==> src/design/slbc_ram.sv <==
`default_nettype none
module slbc_ram #(
   parameter int Width = 8,
   parameter int Depth = 64
) (
   input  wire logic                     clock,
   input  wire logic                     wr_en,
   input  wire logic [$clog2(Depth)-1:0] wr_addr,
   input  wire logic [Width-1:0]         wr_data,
   input  wire logic [$clog2(Depth)-1:0] rd_addr,
   output logic      [Width-1:0]         rd_data
);
   logic [Width-1:0] mem [Depth];

   // one write port, registered read
   always_ff @(posedge clock) begin
      if (wr_en) mem[wr_addr] <= wr_data;
      rd_data <= mem[rd_addr];
   end
endmodule
`default_nettype wire

==> config.mk <==
export PLATFORM = sky130hd
export DESIGN_NAME = slbc_ram
export DESIGN_NICKNAME = d
export VERILOG_FILES = /design/src/design/slbc_ram.sv
export SDC_FILE = /design/constraint.sdc
export NUM_CORES = 1
export LEC_CHECK = 0
export BUFFER_PORTS_ARGS = -buffer_cell sky130_fd_sc_hd__buf_2
export CAP_MARGIN = 5
export CORE_AREA = 2 2 142 248
export DETAILED_ROUTE_END_ITERATION = 8
export DIE_AREA = 0 0 144 250
export PLACE_DENSITY_LB_ADDON = 0.2
export SLEW_MARGIN = 20
export SYNTH_ARGS = -nofsm -noshare
export SYNTH_HDL_FRONTEND = slang
export SYNTH_SLANG_ARGS = --single-unit
==> constraint.sdc <==
create_clock -name clock -period 3.7 [get_ports clock]
set_input_delay 0.37 -clock clock [delete_from_list [all_inputs] [get_ports clock]]
set_output_delay 0.37 -clock clock [all_outputs]
set_load 0.02 [all_outputs]
==> summary.md, run 1 <==
| Metric | Value |
|---|---|
| Outcome | `finished, final reports clean` |
| Post-placement setup slack | `0.929 ns` |
| Number of distinct library cell variants in the gate-level netlist after synthesis | `40` |
| RSZ-0062 raised after global routing | `no` |
| Floorplan die area | `36000 sq um` |
| Commonest cells in the synthesized netlist | `sky130_fd_sc_hd__edfxtp_1 (512), sky130_fd_sc_hd__mux4_2 (126), sky130_fd_sc_hd__nor2_1 (83), sky130_fd_sc_hd__mux2i_1 (23), sky130_fd_sc_hd__nand2_1 (19)` |
| Average cell area after synthesis | `21.5 sq um` |
| Number of antenna repair diodes | `0` |
| Count of mapped cells out of synthesis | `940` |
| HPWL after detailed placement | `28200 microns` |
| Routability cong. | `0.852` |
| Maximum number of pins on one net before global-route repair | `65` |
| Leakage dissipation | `0.00690 uW` |
| Pwr/cell area | `527 nW/um^2` |
| Post-route cell area | `22200 sq um` |
| Final period demand of the worst path | `2.22 ns` |
| Buffer type at the clock tree root | `sky130_fd_sc_hd__clkbuf_16` |
| Total negative setup slack | `0 ns` |
| Startpoint Class | `input pin` |
| Number of global-route vias before repair | `9989` |
| Fraction of synthesized cell area taken by the top area cell type | `76.2%` |
| First DRT Iteration DRCs | `959` |
| Number of buffers inserted by post-CTS setup repair | `0` |
| Synth async-reset ratio | `0%` |
| Number of pins exceeding their max-slew limit in the final report | `0` |
| Remaining max-slew budget at the tightest pin | `32.8%` |
| Core Area | `34100 sq um` |
| Post-Syn Nets | `962` |
| Count of maximum capacitance violations | `0` |
| Layout Skew | `0.0132 ns` |
| Global-route total usage across every layer | `25.6%` |
| Total CTS buffers | `43` |
| Final number of hold-violating endpoints | `0` |
| Reg-to-reg slack, setup | `1.66 ns` |
| Warnings from Yosys | `0` |
| Sequential fraction of the synthesis area | `77.0%` |
| IR drop worst, VDD | `0.385 mV` |
| Total of endpoints with negative setup slack in the final report | `0` |
| Fraction of final layout cells sized beyond drive strength 1 | `25.4%` |
| TritonCTS Sinks | `520` |
| Data arrival at the endpoint of the critical path | `2.63 ns` |
| Starting Density | `59.1%` |
| Type of the worst setup path | `in2reg` |
| Routed wire length | `44000 microns` |
| Height of the chip | `250 microns` |
| Class of the worst hold path | `in2reg` |
| Level count of the clock H-tree | `2` |
| Clock transition time at the flip-flop clock pins of the worst setup and hold paths | `0.07 ns` |
| Gates resized, CTS repair | `0` |
| Largest cells by area after synthesis | `sky130_fd_sc_hd__edfxtp_1 (76%), sky130_fd_sc_hd__mux4_2 (14%), sky130_fd_sc_hd__nor2_1 (1.5%), sky130_fd_sc_hd__mux2i_1 (1.1%), sky130_fd_sc_hd__dfxtp_1 (0.79%)` |
| Number of antenna violations at the first check in global routing | `0` |
| Final worst-path setup slack | `1.48 ns` |
| Global-route wire length before repair | `65100 microns` |
| Clock insertion delay at the later pin of the skew report | `0.55 ns` |
| ANT nets after route | `0` |
| Number of synthesized register bits | `520` |
| DR pass1 iterations | `5` |
| Top-count cell post-synth | `sky130_fd_sc_hd__edfxtp_1` |
| Number of synthesized flops with an enable pin | `512` |
| Cell area after synthesis | `20200 sq um` |
| Remaining DRCs | `0` |
| Count of standard-cell rows | `90` |
| Area growth from synthesis to layout | `10.2%` |
| Number of ports placed on the die boundary | `30` |
| Post-detailed-route via-to-cell ratio | `6.46` |
| Cell accounting for the most synthesized area | `sky130_fd_sc_hd__edfxtp_1` |
| Number of I/O port buffers | `29` |
| Slew at the pin closest to its max-slew limit | `1.00 ns` |
| Required time of the critical path | `4.11 ns` |
| Power consumption | `11700 uW` |
| Global route total overflow | `0` |
| Net count reported at finish | `1009` |
| Post-CTS Hold Buffers | `0` |
| Number of inserted filler cells in the final layout | `2223` |
| Largest fanout of any net on the critical path | `33` |
| Floorplan die width | `144 microns` |
| Kind of end point of the critical path | `flop` |
| Via Count | `9538` |
| Highest clock frequency the design can meet | `0.451 GHz` |
| Prevailing post-synth register cell | `sky130_fd_sc_hd__edfxtp_1` |
| Final Cycle Share | `59.9%` |
| Detail-routed net length per standard cell | `29.8 microns` |
| Min Hold Slack | `0.296 ns` |
| Maximum count of clock buffers along a single path | `3` |
| CTS tree | `built` |
| Placed cell areas | `20800 sq um` |
-- final timing paths --
| path | depth (start not counted) | start | to |
|---|---|---|---|
| max | 6 | rd_addr[0] | rd_data[3]$_DFF_P_ |
| min | 3 | rd_addr[5] | rd_data[4]$_DFF_P_ |
| max reg2reg | 4 | mem[3][3]$_DFFE_PP_ | rd_data[3]$_DFF_P_ |
| min reg2reg | 3 | mem[26][4]$_DFFE_PP_ | rd_data[4]$_DFF_P_ |
-- through the flow --
step / std cells / util (%)
CTS: 1477 / 65.1
global placement: 1402 / 61.0
finish: 1477 / 65.1
global route: 1477 / 65.1
detailed placement: 1402 / 61.0
floorplan: 940 / -
-- layout make-up --
class / instances / area (sq um) / share of cell area (%)
timing repair buffer: 53 / 392 / 1.76
clock inverter: 18 / 188 / 0.845
multi-input combinational: 369 / 4320 / 19.4
tap: 460 / 576 / 2.59
sequential: 520 / 15500 / 69.9
clock buffer: 57 / 1210 / 5.45
-- cell families (layout without fill, tap and decap cells) --
| kind of cell | after synthesis | after routing | share of synthesized area, % |
|---|---|---|---|
| and+or+nand+nor | 153 | 153 | 3.39 |
| buffers and inverters | 51 | 128 | 1.57 |
| DFF | 520 | 520 | 77.0 |
| AOI/OAI and AO/OA | 54 | 54 | 2.07 |
| muxes | 162 | 162 | 15.9 |
-- state kept, by name, summed over array words and instances, names as in the netlist --
signal and cells:
mem 512, rd_data 8
-- metal layers --
metal	GRT usage, %	share of wire [%]	wire length (microns)	vias up
met5	0	0	0	-
met4	9.33	3.7	1640	0
met3	3.70	6.0	2660	88
met2	44.7	54	24000	388
met1	32.6	36	15800	5056
li1	-	-	-	4006
-- critical path, cell delays in order --
cell and delay [ns]:
sky130_fd_sc_hd__clkbuf_8 0.31, sky130_fd_sc_hd__buf_12 0.30, sky130_fd_sc_hd__mux4_2 0.53, sky130_fd_sc_hd__nor2b_1 0.14, sky130_fd_sc_hd__a2111oi_0 0.79, sky130_fd_sc_hd__o41ai_1 0.15
-- cells in the final DEF, fill, tap and decap left out, types with 7 or more instances in the layout --
| cell | n |
|---|---|
| sky130_fd_sc_hd__clkinv_2 | 9 |
| sky130_fd_sc_hd__clkbuf_16 | 45 |
| sky130_fd_sc_hd__mux2_2 | 13 |
| sky130_fd_sc_hd__mux4_2 | 126 |
| sky130_fd_sc_hd__clkbuf_1 | 8 |
| sky130_fd_sc_hd__o22ai_1 | 8 |
| sky130_fd_sc_hd__nand3_1 | 13 |
| sky130_fd_sc_hd__nor2b_1 | 14 |
| sky130_fd_sc_hd__buf_4 | 29 |
| sky130_fd_sc_hd__mux2i_1 | 23 |
| sky130_fd_sc_hd__nor2_1 | 83 |
| sky130_fd_sc_hd__edfxtp_1 | 512 |
| sky130_fd_sc_hd__nand2b_1 | 7 |
| sky130_fd_sc_hd__dfxtp_1 | 8 |
| sky130_fd_sc_hd__o221ai_1 | 8 |
| sky130_fd_sc_hd__buf_2 | 20 |
| sky130_fd_sc_hd__nand2_1 | 19 |
-- power by group --
part	total, uW	leakage [uW]	switching (uW)	internal [uW]
combinational	606	0.00154	379	227
clock	4560	0.000691	1980	2580
sequential	6540	0.00467	20.5	6520
(Power assumes the default switching activity.)
==> run 2: changes to the inputs <==
--- a/config.mk
+++ b/config.mk
@@ -7,9 +7,9 @@
 export LEC_CHECK = 0
 export BUFFER_PORTS_ARGS = -buffer_cell sky130_fd_sc_hd__buf_2
 export CAP_MARGIN = 5
-export CORE_AREA = 2 2 142 248
+export CORE_AREA = 2 2 147 257
 export DETAILED_ROUTE_END_ITERATION = 8
-export DIE_AREA = 0 0 144 250
+export DIE_AREA = 0 0 149 259
 export PLACE_DENSITY_LB_ADDON = 0.2
 export SLEW_MARGIN = 20
 export SYNTH_ARGS = -nofsm -noshare
==> constraint.sdc (replaced) <==
create_clock -name clock -period 1.81 [get_ports clock]
set_input_delay 0.181 -clock clock [delete_from_list [all_inputs] [get_ports clock]]
set_output_delay 0.181 -clock clock [all_outputs]
set_load 0.02 [all_outputs]
==> run 2 against run 1 <==
  * The flow now finishes with violations (negative setup slack)
  * Worst hold slack lost 0.21 ns
  * Final area grew 6.6%
  * First-iteration DRC count shrank 6.3%
  * Critical endpoint is now rd_data[2]$_DFF_P_
  * Largest cell class unchanged
  * Highest routed layer is now met5
==> summary.md, run 2 (synthesis gave the netlist of run 1 again) <==
| Metric | Value |
|---|---|
| Final Cycle Share | `104%` |
| Most frequent standard cell in the layout excluding fill and tap cells | `sky130_fd_sc_hd__edfxtp_1` |
| Number of antenna violations at the first check in global routing | `2` |
| Count of maximum capacitance violations | `0` |
| TritonCTS Sinks | `520` |
| Startpoint Class | `flop` |
| Violated checks | `negative setup slack` |
| Layout Skew | `0.0211 ns` |
| Most used cells in the layout excluding fill and tap cells | `sky130_fd_sc_hd__edfxtp_1 (512), sky130_fd_sc_hd__buf_4 (142), sky130_fd_sc_hd__mux4_2 (126)` |
| Register containing the most flip-flops in the final layout | `mem` |
| CTS tree | `built` |
| Core Area | `36500 sq um` |
| DR pass1 iterations | `5` |
| Via Count | `9951` |
| IR drop worst, VDD | `0.694 mV` |
| Number of buffers inserted by post-CTS setup repair | `0` |
| Number of global-route vias before repair | `10400` |
| Clock insertion delay at the later pin of the skew report | `0.56 ns` |
| Data arrival at the endpoint of the critical path | `2.31 ns` |
| Leakage dissipation | `0.00772 uW` |
| Height of the chip | `259 microns` |
| Reg-to-reg slack, setup | `-0.08 ns` |
| Total CTS buffers | `43` |
| Final period demand of the worst path | `1.89 ns` |
| Remaining DRCs | `0` |
| Pwr/cell area | `1050 nW/um^2` |
| Level count of the clock H-tree | `2` |
| HPWL after detailed placement | `30200 microns` |
| Required time of the critical path | `2.23 ns` |
| Total negative setup slack | `-0.207 ns` |
| Max FFs per register | `512` |
| Maximum number of pins on one net before global-route repair | `65` |
| ANT nets after route | `0` |
| Floorplan die area | `38600 sq um` |
| Kind of end point of the critical path | `flop` |
| Number of pins exceeding their max-slew limit in the final report | `0` |
| Outcome | `complete, but fails checks` |
| Number of I/O port buffers | `29` |
| Floorplan die width | `149 microns` |
| Total of endpoints with negative setup slack in the final report | `5` |
| Largest fanout of any net on the critical path | `1` |
| First DRT Iteration DRCs | `899` |
| Maximum count of clock buffers along a single path | `3` |
| Count of standard-cell rows | `93` |
| Slew at the pin closest to its max-slew limit | `0.839 ns` |
| Placed cell areas | `22000 sq um` |
| Registers with the most flip-flops | `mem (512), rd_data (8)` |
| Type of the worst setup path | `reg2reg` |
| Routed wire length | `45400 microns` |
| Post-detailed-route via-to-cell ratio | `6.11` |
| Global-route total usage across every layer | `24.3%` |
| Highest clock frequency the design can meet | `0.529 GHz` |
| Class of the worst hold path | `in2reg` |
| Buffer type at the clock tree root | `sky130_fd_sc_hd__clkbuf_16` |
| Post-route cell area | `23700 sq um` |
| Net count reported at finish | `1143` |
| Final number of hold-violating endpoints | `0` |
| Clock transition time at the flip-flop clock pins of the worst setup and hold paths | `0.07 ns` |
| Global-route wire length before repair | `66600 microns` |
| Fraction of final layout cells sized beyond drive strength 1 | `35.7%` |
| Global route total overflow | `0` |
| Routability cong. | `0.803` |
| Remaining max-slew budget at the tightest pin | `44.1%` |
| RSZ-0062 raised after global routing | `yes` |
| Starting Density | `55.2%` |
| Area growth from synthesis to layout | `17.4%` |
| Final worst-path setup slack | `-0.0801 ns` |
| Detail-routed net length per standard cell | `27.9 microns` |
| Number of ports placed on the die boundary | `30` |
| Min Hold Slack | `0.0873 ns` |
-- run 2: cell count changes in the layout (fill, tap and decap cells not counted), sizes merged --
cell,before,now
buf,52,186
bufinv,4,9
clkbuf,58,49
clkinv,13,14
clkinvlp,1,6
diode,0,1
-- run 2: final timing paths --
kind / startpoint / to / cells after the start
min: wr_data[0] / mem[56][0]$_DFFE_PP_ / 1
min reg2reg: mem[26][4]$_DFFE_PP_ / rd_data[4]$_DFF_P_ / 3
max: mem[3][2]$_DFFE_PP_ / rd_data[2]$_DFF_P_ / 5
max reg2reg: mem[3][2]$_DFFE_PP_ / rd_data[2]$_DFF_P_ / 5
-- run 2: layer usage --
| layer | vias up | track usage, % | part of all wire [%] |
|---|---|---|---|
| li1 | 4266 | - | - |
| met4 | 2 | 12.9 | 5.9 |
| met3 | 119 | 3.16 | 4.8 |
| met5 | - | 0 | 0.015 |
| met1 | 5240 | 29.2 | 36 |
| met2 | 324 | 42.8 | 53 |
-- run 2: per-stage QoR --
| step | instances | worst slack (ns) | total power [uW] | utilization [%] |
|---|---|---|---|---|
| after floorplan | 940 | 0.0211 | 14300 | - |
| after global placement | 1551 | -0.630 | 15000 | 60.3 |
| after detailed placement | 1551 | -0.611 | 15100 | 60.3 |
| after CTS | 1628 | -0.0658 | 25000 | 64.7 |
| after global routing | 1629 | -0.103 | 25400 | 64.8 |
| final | 1629 | -0.0801 | 24800 | 64.8 |
-- run 2: timing repair --
action | in CTS | in global routing
pin swaps | 2 | 5
resized for setup | 22 | 7
hold buffers | 0 | 0
endpoints found under the setup margin | 8 | 8
cloned | 0 | 0
-- run 2: power by group --
part / internal (uW) / switching (uW) / leakage, uW / total (uW)
sequential: 13300 / 34.6 / 0.00467 / 13300
combinational: 628 / 851 / 0.00231 / 1480
clock: 5840 / 4140 / 0.000730 / 9980
total: 19800 / 5020 / 0.00772 / 24800
-- run 2: layout make-up --
class	instances	area, sq um
Sequential cell	520	15500
Fill cell	2452	12900
Multi-Input combinational cell	369	4450
Timing Repair Buffer	187	1570
Clock buffer	48	1140
Tap cell	475	594
Clock inverter	29	394
Antenna cell	1	2.50
-- run 2: critical path, stage by stage (launching register included) --
cell and delay (ns):
sky130_fd_sc_hd__edfxtp_1 0.37, sky130_fd_sc_hd__mux4_2 0.49, sky130_fd_sc_hd__mux4_2 0.54, sky130_fd_sc_hd__nor2_4 0.16, sky130_fd_sc_hd__nor3_1 0.06, sky130_fd_sc_hd__o2bb2ai_1 0.14
